===== src/design/tbs_pkg.sv =====
// Shared types, constants and saturating arithmetic helpers for the thrust body series step.
package tbs_pkg;

  localparam int unsigned DataW       = 32;
  localparam int unsigned MaxTermsDef = 30;
  localparam int unsigned RegW        = 31;
  localparam int unsigned CountW      = 5;
  localparam int unsigned CfgIdxW     = 2;
  localparam int unsigned InDataW     = 320;
  localparam int unsigned OutDataW    = 192;

  localparam logic [RegW-1:0]   MassRst   = 31'd65536;
  localparam logic [RegW-1:0]   RadiusRst = 31'd65536;
  localparam logic [CountW-1:0] TermsRst  = 5'd7;

  typedef enum logic [CfgIdxW-1:0] {
    CFG_MASS   = 2'd0,
    CFG_RADIUS = 2'd1,
    CFG_TERMS  = 2'd2
  } cfg_idx_e;

  // lanes: coefficient words and Horner accumulators
  localparam logic [2:0] LaneA   = 3'd0;
  localparam logic [2:0] LaneB   = 3'd1;
  localparam logic [2:0] LaneVa  = 3'd2;
  localparam logic [2:0] LaneVb  = 3'd3;
  localparam logic [2:0] LanePa  = 3'd4;
  localparam logic [2:0] LanePb  = 3'd5;
  // lanes of the final scale products
  localparam logic [2:0] LaneTs  = 3'd0;
  localparam logic [2:0] LaneTt  = 3'd1;
  localparam logic [2:0] LaneTts = 3'd2;

  typedef enum logic [4:0] {
    OP_NOP,
    OP_MUL_MR,
    OP_DIV_K,
    OP_K_SAVE,
    OP_DIV_S,
    OP_S_SAVE,
    OP_CO_INIT,
    OP_CO_MW,
    OP_CO_ACC_W,
    OP_CO_MK,
    OP_CO_ACC_K,
    OP_CO_SAVE,
    OP_QDIV,
    OP_QDIV_SAVE,
    OP_CO_WRITE,
    OP_H_CLEAR,
    OP_H_READ,
    OP_H_MUL,
    OP_H_ACC,
    OP_F_MUL,
    OP_F_SAVE,
    OP_SC_MUL,
    OP_SC_SAVE,
    OP_TV_MUL,
    OP_TV_SAVE,
    OP_F_OUT
  } op_e;

  typedef struct packed {
    op_e        op;
    logic [2:0] lane;
  } cmd_t;

  typedef struct packed {
    logic div_done;
    logic out_free;
  } stat_t;

  // last field in the lowest bits
  typedef struct packed {
    logic signed [DataW-1:0] ang_vel;
    logic signed [DataW-1:0] thrust_right;
    logic signed [DataW-1:0] thrust_left;
    logic signed [DataW-1:0] pos_y;
    logic signed [DataW-1:0] pos_x;
    logic signed [DataW-1:0] vel_y;
    logic signed [DataW-1:0] vel_x;
    logic signed [DataW-1:0] dir_y;
    logic signed [DataW-1:0] dir_x;
    logic signed [DataW-1:0] step_time;
  } in_item_t;

  typedef struct packed {
    logic signed [DataW-1:0] new_pos_y;
    logic signed [DataW-1:0] new_pos_x;
    logic signed [DataW-1:0] new_vel_y;
    logic signed [DataW-1:0] new_vel_x;
    logic signed [DataW-1:0] new_dir_y;
    logic signed [DataW-1:0] new_dir_x;
  } out_item_t;

  localparam logic signed [65:0] SatHi = 66'sd2147483647;
  localparam logic signed [65:0] SatLo = -66'sd2147483648;

  function automatic logic signed [31:0] sat32(input logic signed [65:0] x);
    logic signed [31:0] r;
    if (x > SatHi) r = 32'sh7FFFFFFF;
    else if (x < SatLo) r = 32'sh80000000;
    else r = x[31:0];
    return r;
  endfunction

  function automatic logic signed [33:0] sx34(input logic signed [31:0] x);
    return {{2{x[31]}}, x};
  endfunction

  function automatic logic signed [31:0] sat34(input logic signed [33:0] x);
    return sat32({{32{x[33]}}, x});
  endfunction

  // Q16.16 product: round to nearest, ties up, then saturate
  function automatic logic signed [31:0] qround(input logic signed [63:0] p);
    logic signed [65:0] e;
    e = {{2{p[63]}}, p} + 66'sd32768;
    e = e >>> 16;
    return sat32(e);
  endfunction

endpackage


===== src/design/tbs_ctrl.sv =====
// Controller: sequences setup divides, coefficient recurrence, Horner passes and final scaling.
module tbs_ctrl #(
  parameter int unsigned MAX_TERMS = tbs_pkg::MaxTermsDef,
  localparam int unsigned JW = $clog2(MAX_TERMS + 1)
) (
  input  logic                        clk_i,
  input  logic                        rst_ni,
  input  logic                        in_valid_i,
  output logic                        in_ready_o,
  input  logic [tbs_pkg::CountW-1:0]  term_count_i,
  input  tbs_pkg::stat_t              stat_i,
  output tbs_pkg::cmd_t               cmd_o,
  output logic [JW-1:0]               idx_o
);
  import tbs_pkg::*;

  typedef enum logic [4:0] {
    ST_IDLE, ST_MR, ST_DK_GO, ST_DK_WAIT, ST_DS_GO, ST_DS_WAIT,
    ST_CO_CHK, ST_CO_MW, ST_CO_AW, ST_CO_MK, ST_CO_AK, ST_CO_SV,
    ST_QD_GO, ST_QD_WAIT, ST_CO_WR,
    ST_H_INIT, ST_H_RD, ST_H_MUL, ST_H_ACC,
    ST_F_MUL, ST_F_SAVE, ST_SC_MUL, ST_SC_SAVE, ST_TV_MUL, ST_TV_SAVE, ST_OUT
  } state_e;

  state_e        state_q, state_d;
  logic [JW-1:0] j_q, j_d, n_q, n_d;
  logic [2:0]    lane_q, lane_d;

  always_comb begin
    state_d    = state_q;
    j_d        = j_q;
    n_d        = n_q;
    lane_d     = lane_q;
    in_ready_o = 1'b0;
    cmd_o.op   = OP_NOP;
    cmd_o.lane = lane_q;
    idx_o      = j_q;
    case (state_q)
      ST_IDLE: begin
        in_ready_o = 1'b1;
        if (in_valid_i) begin
          n_d     = (32'(term_count_i) > 32'(MAX_TERMS)) ? JW'(MAX_TERMS) : JW'(term_count_i);
          j_d     = '0;
          lane_d  = LaneA;
          state_d = ST_MR;
        end
      end
      ST_MR: begin
        cmd_o.op = OP_MUL_MR;
        state_d  = ST_DK_GO;
      end
      ST_DK_GO: begin
        cmd_o.op = OP_DIV_K;
        state_d  = ST_DK_WAIT;
      end
      ST_DK_WAIT: begin
        if (stat_i.div_done) begin
          cmd_o.op = OP_K_SAVE;
          state_d  = ST_DS_GO;
        end
      end
      ST_DS_GO: begin
        cmd_o.op = OP_DIV_S;
        state_d  = ST_DS_WAIT;
      end
      ST_DS_WAIT: begin
        if (stat_i.div_done) begin
          cmd_o.op = OP_S_SAVE;
          state_d  = ST_CO_CHK;
        end
      end
      ST_CO_CHK: begin
        lane_d = LaneA;
        if (j_q == n_q) begin
          state_d = ST_H_INIT;
        end else if (j_q == '0) begin
          cmd_o.op = OP_CO_INIT;
          state_d  = ST_QD_GO;
        end else begin
          state_d = ST_CO_MW;
        end
      end
      ST_CO_MW: begin
        cmd_o.op = OP_CO_MW;
        state_d  = ST_CO_AW;
      end
      ST_CO_AW: begin
        cmd_o.op = OP_CO_ACC_W;
        state_d  = (j_q > JW'(1)) ? ST_CO_MK : ST_CO_SV;
      end
      ST_CO_MK: begin
        cmd_o.op = OP_CO_MK;
        state_d  = ST_CO_AK;
      end
      ST_CO_AK: begin
        cmd_o.op = OP_CO_ACC_K;
        state_d  = ST_CO_SV;
      end
      ST_CO_SV: begin
        cmd_o.op = OP_CO_SAVE;
        if (lane_q == LaneA) begin
          lane_d  = LaneB;
          state_d = ST_CO_MW;
        end else begin
          lane_d  = LaneA;
          state_d = ST_QD_GO;
        end
      end
      ST_QD_GO: begin
        cmd_o.op = OP_QDIV;
        state_d  = ST_QD_WAIT;
      end
      ST_QD_WAIT: begin
        if (stat_i.div_done) begin
          cmd_o.op = OP_QDIV_SAVE;
          if (lane_q == LaneVb) begin
            lane_d  = LaneA;
            state_d = ST_CO_WR;
          end else begin
            lane_d  = lane_q + 3'd1;
            state_d = ST_QD_GO;
          end
        end
      end
      ST_CO_WR: begin
        cmd_o.op = OP_CO_WRITE;
        j_d      = j_q + JW'(1);
        state_d  = ST_CO_CHK;
      end
      ST_H_INIT: begin
        cmd_o.op = OP_H_CLEAR;
        lane_d   = LaneA;
        state_d  = (j_q == '0) ? ST_F_MUL : ST_H_RD;
      end
      ST_H_RD: begin
        cmd_o.op = OP_H_READ;
        idx_o    = j_q - JW'(1);
        j_d      = j_q - JW'(1);
        lane_d   = LaneA;
        state_d  = ST_H_MUL;
      end
      ST_H_MUL: begin
        cmd_o.op = OP_H_MUL;
        state_d  = ST_H_ACC;
      end
      ST_H_ACC: begin
        cmd_o.op = OP_H_ACC;
        if (lane_q == LanePb) begin
          lane_d  = LaneTs;
          state_d = (j_q == '0) ? ST_F_MUL : ST_H_RD;
        end else begin
          lane_d  = lane_q + 3'd1;
          state_d = ST_H_MUL;
        end
      end
      ST_F_MUL: begin
        cmd_o.op = OP_F_MUL;
        state_d  = ST_F_SAVE;
      end
      ST_F_SAVE: begin
        cmd_o.op = OP_F_SAVE;
        if (lane_q == LaneTts) begin
          lane_d  = LaneVa;
          state_d = ST_SC_MUL;
        end else begin
          lane_d  = lane_q + 3'd1;
          state_d = ST_F_MUL;
        end
      end
      ST_SC_MUL: begin
        cmd_o.op = OP_SC_MUL;
        state_d  = ST_SC_SAVE;
      end
      ST_SC_SAVE: begin
        cmd_o.op = OP_SC_SAVE;
        if (lane_q == LanePb) begin
          lane_d  = LaneA;
          state_d = ST_TV_MUL;
        end else begin
          lane_d  = lane_q + 3'd1;
          state_d = ST_SC_MUL;
        end
      end
      ST_TV_MUL: begin
        cmd_o.op = OP_TV_MUL;
        state_d  = ST_TV_SAVE;
      end
      ST_TV_SAVE: begin
        cmd_o.op = OP_TV_SAVE;
        if (lane_q == LaneB) begin
          lane_d  = LaneA;
          state_d = ST_OUT;
        end else begin
          lane_d  = LaneB;
          state_d = ST_TV_MUL;
        end
      end
      ST_OUT: begin
        if (stat_i.out_free) begin
          cmd_o.op = OP_F_OUT;
          state_d  = ST_IDLE;
        end
      end
      default: state_d = ST_IDLE;
    endcase
  end

  always_ff @(posedge clk_i or negedge rst_ni) begin
    if (!rst_ni) begin
      state_q <= ST_IDLE;
      j_q     <= '0;
      n_q     <= '0;
      lane_q  <= '0;
    end else begin
      state_q <= state_d;
      j_q     <= j_d;
      n_q     <= n_d;
      lane_q  <= lane_d;
    end
  end

endmodule


===== config.mk =====
export PLATFORM = sky130hd
export DESIGN_NAME = tbs_ctrl
export DESIGN_NICKNAME = d
export VERILOG_FILES = /design/src/design/tbs_pkg.sv /design/src/design/tbs_ctrl.sv
export SDC_FILE = /design/constraint.sdc
export NUM_CORES = 1
export LEC_CHECK = 0
export ABC_AREA = 0
export CORE_UTILIZATION = 58
export DETAILED_ROUTE_END_ITERATION = 10
export DONT_BUFFER_PORTS = 1
export PLACE_DENSITY = 0.8
export SLEW_MARGIN = 20
export SYNTH_ARGS = -nofsm -noshare
export SYNTH_HDL_FRONTEND = slang
export SYNTH_SLANG_ARGS = --single-unit

===== constraint.sdc =====
create_clock -name clk_i -period 1.6 [get_ports clk_i]
set_clock_uncertainty 0.1 [all_clocks]
set_input_delay 0.24 -clock clk_i [delete_from_list [all_inputs] [get_ports clk_i]]
set_output_delay 0.24 -clock clk_i [all_outputs]
set_load 0.005 [all_outputs]

==> flow_summary_export.csv, run 1 <==
group,metric,value,unit
synthesis,synthAdderAreaFrac,0.0706,
placement,dp_cells,354,
die,die_y,60.0,um
synthesis,synth.yosys.warnings,0,
synthesis,syn_inst,250,
synthesis,synth_top_family_by_area,"simple AND/OR/NAND/NOR gates",
placement,portBuffers,0,
synthesis,yosysUniqueCellTypes,57,
synthesis,ys.flop_type,"dfrtp_1",
clock_network,cts_hold_buf,5,
placement,place.detailed.hpwl,4900,um
clock_network,cts_htree_levels,1,
run_status,status,"stopped before the end",
synthesis,synth_compound_area_frac,0.260,
synthesis,ys_seq_area_frac,0.231,
synthesis,synthXorXnorAreaFrac,0.0443,
placement,gp_congestion,0.969,
clock_network,cts_resized,91,
run_status,haltStage,"4_1_cts",
run_status,stop_error,"[ERROR DPL-0038] Utilization greater than 100%, impossible to legalize",
synthesis,avgSynthCellArea,7.80,um2
clock_network,clk_path_buf_depth,2,
clock_network,root_buffer,"clkbuf_4",
synthesis,synth-async-reset-ratio,1.00,
clock_network,post_cts_buffers,30,
die,die_w,60.0,um
synthesis,synth_edf_count,0,
synthesis,synth.net_count,271,
synthesis,synthMuxAreaShare,0.0308,
placement,placed_cell_area,0.00250,mm2
die,initial_core_util,0.623,
clock_network,cts_sinks,18,
synthesis,synth-simple-area-share,0.284,
clock_network,cts-buffers-inserted,3,
die,ios,24,
synthesis,ys_seq_elements,18,
synthesis,syn-cell-area,0.00195,mm2
die,rows,20,
==> through the flow <==
| step | setup TNS [ps] | utilization | hold slack, ps | setup WS (ps) |
|---|---|---|---|---|
| after global placement | -3360 | 0.800 | -155 | -223 |
| after floorplan | -45.2 | - | -156 | -30.8 |
| after detailed placement | -3600 | 0.800 | -155 | -252 |
==> synthesized netlist by cell type, types with 3 or more instances <==
| cell | number | area [um2] |
|---|---|---|
| a21boi_0 | 3 | 22.5 |
| a21oi_1 | 11 | 55.1 |
| a22o_1 | 4 | 35.0 |
| a22oi_1 | 4 | 30.0 |
| a31oi_1 | 5 | 31.3 |
| buf_2 | 9 | 45.0 |
| buf_4 | 4 | 30.0 |
| buf_6 | 3 | 33.8 |
| dfrtp_1 | 18 | 450 |
| ha_1 | 11 | 138 |
| inv_1 | 10 | 37.5 |
| mux2_4 | 4 | 60.1 |
| nand2_1 | 28 | 105 |
| nand2b_1 | 7 | 43.8 |
| nand3_1 | 11 | 55.1 |
| nand4_1 | 4 | 25.0 |
| nor2_1 | 20 | 75.1 |
| nor2b_1 | 5 | 31.3 |
| nor3_1 | 7 | 35.0 |
| nor4_1 | 4 | 25.0 |
| o211ai_1 | 3 | 22.5 |
| o21ai_0 | 15 | 75.1 |
| o21ai_1 | 8 | 40.0 |
| o22ai_1 | 4 | 25.0 |
| xnor2_1 | 8 | 70.1 |
==> kinds of logic after synthesis <==
family                   count (synthesis)
flip-flops                              18
multiplexers                             4
AND/OR/NAND/NOR                        104
AO/OA/AOI/OAI                           76
XOR/XNOR                                 9
adder cells (fa/ha/maj)                 11
buffers and inverters                   28
==> inputs of run 2 (changes only) <==
--- a/config.mk
+++ b/config.mk
@@ -6,10 +6,10 @@
 export NUM_CORES = 1
 export LEC_CHECK = 0
 export ABC_AREA = 0
-export CORE_UTILIZATION = 58
+export CORE_UTILIZATION = 40
 export DETAILED_ROUTE_END_ITERATION = 10
 export DONT_BUFFER_PORTS = 1
-export PLACE_DENSITY = 0.8
+export PLACE_DENSITY_LB_ADDON = 0.15
 export SLEW_MARGIN = 20
 export SYNTH_ARGS = -nofsm -noshare
 export SYNTH_HDL_FRONTEND = slang
==> constraint.sdc (replaced) <==
create_clock -name clk_i -period 2.08 [get_ports clk_i]
set_clock_uncertainty 0.1 [all_clocks]
set_input_delay 0.312 -clock clk_i [delete_from_list [all_inputs] [get_ports clk_i]]
set_output_delay 0.312 -clock clk_i [all_outputs]
set_load 0.005 [all_outputs]
==> run 2 against run 1 <==
Against the previous run: the flow now finishes without violations; synthesized area stayed put; synthesized cell count is the same.
==> flow_summary_export.csv, run 2 <==
group,metric,value,unit
run_status,status,"complete, no violations",
drt,ant_nets,0,
timing,maxSlewViolCount,0,
drt,wl_per_cell,16.5,um
global_routing,grt_pass1_wl,8840,um
cells_and_area,diodes,0,
timing,tightestPinTransition,852,ps
timing,finalHoldViolations,0,
drt,wl,5290,um
critical_path,worstPathCellList,"buf_12 > nor3_2 > nand2_2 > inv_2 > ha_1 > inv_1",
run,cap_viol_max_count,0,
clock_network,worstSkewPairLatency,260,ps
drt,drt_iter0_drc,198,
drt,post-route-drc-count,0,
placement,dp_cells,307,
cells_and_area,reg_top3,"j_q x5, n_q x5, state_q x5",
clock_network,clkTransAtPathRegs,70,ps
timing,slew_headroom,0.430,
synthesis,synth.area.top_cells,"dfrtp_1 (23%), ha_1 (7.1%), nand2_1 (5.4%)",
critical_path,path_buf_inv,3,
critical_path,max_stage_delay,400,ps
placement,portBuffers,0,
global_routing,grt_antenna_before_repair,0,
drt,via_count,1939,
die,rows,25,
cells_and_area,most-common-layout-cells,"buf_4 (28), nand2_1 (26), nor2_1 (20)",
drt,via_per_inst,6.04,
placement,place_ws,126,ps
synthesis,avgSynthCellArea,7.80,um2
pwr,powerDensity,1480,mW/mm2
synthesis,synth_top_cell_by_area,"dfrtp_1",
clock_network,cts_tree,"yes",
die,die_w,71.8,um
synthesis,synth_most_common_cell,"nand2_1",
die,ios,24,
placement,place.detailed.hpwl,3960,um
die,core_area,0.00469,mm2
timing,post-route-min-period,2010,ps
synthesis,yosysUniqueCellTypes,57,
synthesis,synth_common_cells,"nand2_1 (28), nor2_1 (20), dfrtp_1 (18)",
synthesis,syn_inst,250,
cells_and_area,fin_nets,289,
critical_path,cp-start-kind,"flop",
worst_hold_path,hold_class,"input pin to flop",
critical_path,arrival,1600,ps
global_routing,grt_pass1_vias,1721,
pwr,vdd_drop_max,0.458,mV
synthesis,synth.yosys.warnings,0,
synthesis,synth_edf_count,0,
clock_network,cts_htree_levels,1,
synthesis,syn-cell-area,0.00195,mm2
timing,timing.fmax,497,MHz
die,die_y,71.8,um
timing,whs,97.3,ps
cells_and_area,drive_gt1_frac,0.240,
cells_and_area,num-fill-cells,472,
cells_and_area,final_common_cell,"buf_4",
clock_network,cts-buffers-inserted,3,
synthesis,synth_top_area_frac,0.231,
timing,finalSetupViolCount,0,
critical_path,worstSetupEndpointType,"primary output",
pwr,total_power,3.31,mW
global_routing,grt_max_degree,34,
synthesis,ys.flop_type,"dfrtp_1",
die,initial_core_util,0.415,
critical_path,crit_fanout,33,
timing,period_share,0.967,
critical_path,criticalPathCategory,"flop to primary output",
clock_network,clk_path_buf_depth,2,
synthesis,synth-async-reset-ratio,1.00,
synthesis,ys_seq_area_frac,0.231,
drt,dr.pass1.iters,5,
cells_and_area,multi_input_area,0.00137,mm2
critical_path,cp.required,1670,ps
critical_path,critPathSlowestCell,"dfrtp_1",
clock_network,cts_sinks,18,
global_routing,grt_use_total,0.220,
cells_and_area,final_cells,321,
timing,setup_ws,69.4,ps
cells_and_area,layout.area.seq,458,um2
synthesis,synth.net_count,271,
global_routing,overflow,0,
critical_path,crit_family,"flip-flops",
pwr,p_leak,0.911,nW
synthesis,ys_seq_elements,18,
cells_and_area,area_growth,14.6,%
clock_network,root_buffer,"clkbuf_8",
placement,gp_congestion,0.882,
die,dieArea,0.00516,mm2
## run 2: cell counts after synthesis
Identical to the previous run, type by type.
## run 2: area by class of cell
class                   count  area share
multi-input cells         204       0.614
flip-flops and latches     18       0.205
repair buffers             30       0.108
well taps                  54      0.0302
clock buffers               4      0.0246
inverters                  11      0.0185
## run 2: power breakdown
part           leakage [nW]  internal (mW)  switching, mW
sequential            0.225          0.494          0.194
combinational         0.657           1.05           1.28
clock                0.0288          0.169          0.130
total                 0.911           1.71           1.60
## run 2: per-stage QoR
stage / cell area (um2) / util / TNS (ps)
2_1_floorplan: 1950 / - / 0
3_3_place_gp: 2070 / 0.441 / 0
3_5_place_dp: 2070 / 0.441 / 0
4_1_cts: 2170 / 0.463 / 0
5_1_grt: 2230 / 0.476 / -0.210
6_report: 2230 / 0.476 / 0
## run 2: cell families (layout without fill, tap and decap cells)
family                     after synthesis  in the layout  share of synthesized area
muxes                                    4              4                     0.0308
buffers and inverters                   28             45                     0.0789
DFF                                     18             18                      0.231
xor gates and xnor gates                 9              9                     0.0443
adders and majority gates               11             11                     0.0706
and+or+nand+nor                        104            104                      0.284
AOI/OAI and AO/OA                       76             76                      0.260
## run 2: worst reg2reg max path, delay by kind of cell (launching register included)
| family | cells | cell delay [ps] |
|---|---|---|
| buf+inv | 1 | 170 |
| flops | 1 | 410 |
| simple gates | 2 | 640 |
| compound gates | 3 | 430 |
## run 2: routing by layer
metal,share of wire,up-vias,track usage
met4,0.018,0,0.0610
met2,0.44,85,0.326
met5,0,-,0
met3,0.068,14,0.0267
met1,0.48,890,0.336
li1,-,950,-
## run 2: final timing paths
check                                start         end  slack [ps]  cells past startpoint
hold / removal             term_count_i[0]      n_q[0]         100                      2
min in group asynchronous           rst_ni  state_q[0]         500                      1
setup reg to reg                state_q[2]  state_q[0]         210                      6
hold reg to reg                     n_q[0]      n_q[0]         430                      2
setup / recovery                state_q[3]    idx_o[0]          70                      6
max in group asynchronous           rst_ni      j_q[3]         790                      1
## run 2: timing repair
action | in CTS | in global routing
setup buffers | 4 | 5
pin swaps | 0 | 1
endpoints found under the hold margin | 18 | 0
endpoints found under the setup margin | 9 | 9
cloned | 0 | 0
resized for setup | 7 | 11
hold buffers | 1 | 0
No activity file was read; power rests on OpenSTA's default activity.
==> inputs of run 3 (changes only) <==
--- a/config.mk
+++ b/config.mk
@@ -6,10 +6,12 @@
 export NUM_CORES = 1
 export LEC_CHECK = 0
 export ABC_AREA = 0
-export CORE_UTILIZATION = 40
+export CORE_AREA = 2 2 63 65
 export DETAILED_ROUTE_END_ITERATION = 10
+export DIE_AREA = 0 0 65 67
 export DONT_BUFFER_PORTS = 1
 export PLACE_DENSITY_LB_ADDON = 0.15
+export REMOVE_ABC_BUFFERS = 1
 export SLEW_MARGIN = 20
 export SYNTH_ARGS = -nofsm -noshare
 export SYNTH_HDL_FRONTEND = slang
==> run 3 against run 2 <==
Against the previous run: critical path depth shrank 2; clock-buffer cell count unchanged; design area increased by 3.9%; first-iteration DRC count shrank 5.1%; critical endpoint is now cmd_o[6].
==> flow_summary_export.csv, run 3 (synthesis results as in run 2) <==
group,metric,value,unit
run_status,status,"complete, no violations",
run,cap_viol_max_count,0,
clock_network,cts_sinks,18,
critical_path,cp.required,1670,ps
critical_path,r2r-start,"state_q[3]",
die,die_y,67,um
cells_and_area,reg_top3,"j_q x5, n_q x5, state_q x5",
pwr,total_power,3.51,mW
global_routing,grt_pass1_wl,8610,um
critical_path,critPathSlowestCell,"dfrtp_1",
global_routing,grt_antenna_before_repair,0,
drt,wl_per_cell,17.6,um
drt,dr.pass1.iters,5,
die,die_w,65,um
worst_hold_path,hold_class,"input pin to flop",
cells_and_area,diodes,0,
clock_network,cts_htree_levels,1,
critical_path,worstSetupEndpointType,"primary output",
critical_path,crit_fanout,9,
timing,finalSetupViolCount,0,
global_routing,grt_use_total,0.256,
worst_hold_path,holdCritStartpoint,"term_count_i[4]",
placement,portBuffers,0,
placement,gp_congestion,0.937,
clock_network,worstSkewPairLatency,250,ps
cells_and_area,final_cell_area,0.00232,mm2
cells_and_area,area_growth,19.1,%
placement,placed_cell_area,0.00208,mm2
drt,via_per_inst,6.44,
clock_network,cts-buffers-inserted,3,
cells_and_area,num-fill-cells,322,
cells_and_area,most-common-layout-cells,"nand2_1 (26), buf_4 (24), nor2_1 (19)",
global_routing,grt_pass1_vias,1702,
global_routing,grt_max_degree,31,
placement,place.detailed.hpwl,3880,um
die,rows,22,
cells_and_area,drive_gt1_frac,0.254,
cells_and_area,layout.area.seq,455,um2
cells_and_area,final_common_cell,"nand2_1",
timing,whs,99.6,ps
cells_and_area,multi_input_area,0.00140,mm2
cells_and_area,fin_nets,290,
die,core_area,0.00361,mm2
critical_path,criticalPathCategory,"flop to primary output",
critical_path,arrival,1620,ps
timing,maxSlewViolCount,0,
critical_path,max_stage_delay,400,ps
pwr,p_leak,0.944,nW
die,ios,24,
timing,tightestPinTransition,854,ps
critical_path,crit_path_start,"state_q[4]",
critical_path,worstPathCellList,"nand2b_1 > nor3_1 > a22oi_1 > nand2_1",
drt,via_count,2036,
timing,final.setup.tns,0,ps
pwr,vdd_drop_max,0.784,mV
drt,drt_iter0_drc,188,
timing,post-route-min-period,2030,ps
critical_path,cp-start-kind,"flop",
drt,wl,5570,um
clock_network,cts_tree,"yes",
die,initial_core_util,0.541,
global_routing,overflow,0,
timing,finalHoldViolations,0,
pwr,powerDensity,1510,mW/mm2
clock_network,clkTransAtPathRegs,70,ps
clock_network,root_buffer,"clkbuf_8",
clock_network,clk_path_buf_depth,2,
timing,period_share,0.976,
timing,slew_headroom,0.429,
drt,post-route-drc-count,0,
drt,ant_nets,0,
timing,timing.fmax,493,MHz
die,dieArea,0.00436,mm2
-- run 3: cell types whose count changed in the layout (fill, tap and decap cells not counted), sizes merged --
cell / previous run / this run
clkbuf: 4 / 5
-- run 3: worst paths after layout --
check                                   to  slack [ps]  cells after the start
worst min-delay path                n_q[4]         100                      1
min in group asynchronous       state_q[4]         510                      1
worst max register to register  state_q[0]         130                      8
max in group asynchronous           j_q[4]         790                      1
worst min register to register      n_q[0]         410                      2
worst max-delay path              cmd_o[6]          50                      4
-- run 3: per-stage QoR --
| stage | cells | setup WS, ps | util |
|---|---|---|---|
| 5_1_grt | 316 | -14.0 | 0.644 |
| 2_1_floorplan | 233 | 121 | - |
| 3_5_place_dp | 299 | 192 | 0.577 |
| 4_1_cts | 306 | -14.4 | 0.602 |
| 6_report | 316 | 49.7 | 0.644 |
| 3_3_place_gp | 299 | 165 | 0.577 |
-- run 3: report_power, final --
| part | switching [mW] | total [mW] | internal, mW |
|---|---|---|---|
| Clock | 0.121 | 0.289 | 0.168 |
| Sequential | 0.138 | 0.629 | 0.490 |
| Combinational | 1.44 | 2.59 | 1.15 |
| Total | 1.70 | 3.51 | 1.81 |
-- run 3: metal layers --
metal	track usage	share of wire	vias to the layer above
met1	0.389	0.45	944
met3	0.0490	0.096	14
li1	-	-	950
met5	0	0	-
met2	0.370	0.44	128
met4	0.0585	0.020	0
-- run 3: layout make-up --
type | instances | area share
Multi-Input combinational cell | 204 | 0.603
Sequential cell | 18 | 0.196
Timing Repair Buffer | 31 | 0.132
Tap cell | 48 | 0.0259
Clock buffer | 4 | 0.0237
Inverter | 11 | 0.0189
-- run 3: repair_timing --
action,CTS,global route
endpoints found under the setup margin,6,8
endpoints found under the hold margin,18,0
pin swaps,1,2
cloned,0,1
hold buffers,1,0
gates resized for setup,4,19
setup buffers,2,9
-- run 3: worst max-delay path, delay by kind of cell (launching register included) --
| kind | cells | cell delay (ps) |
|---|---|---|
| AOI/OAI and AO/OA | 1 | 140 |
| DFF | 1 | 400 |
| and+or+nand+nor | 3 | 810 |
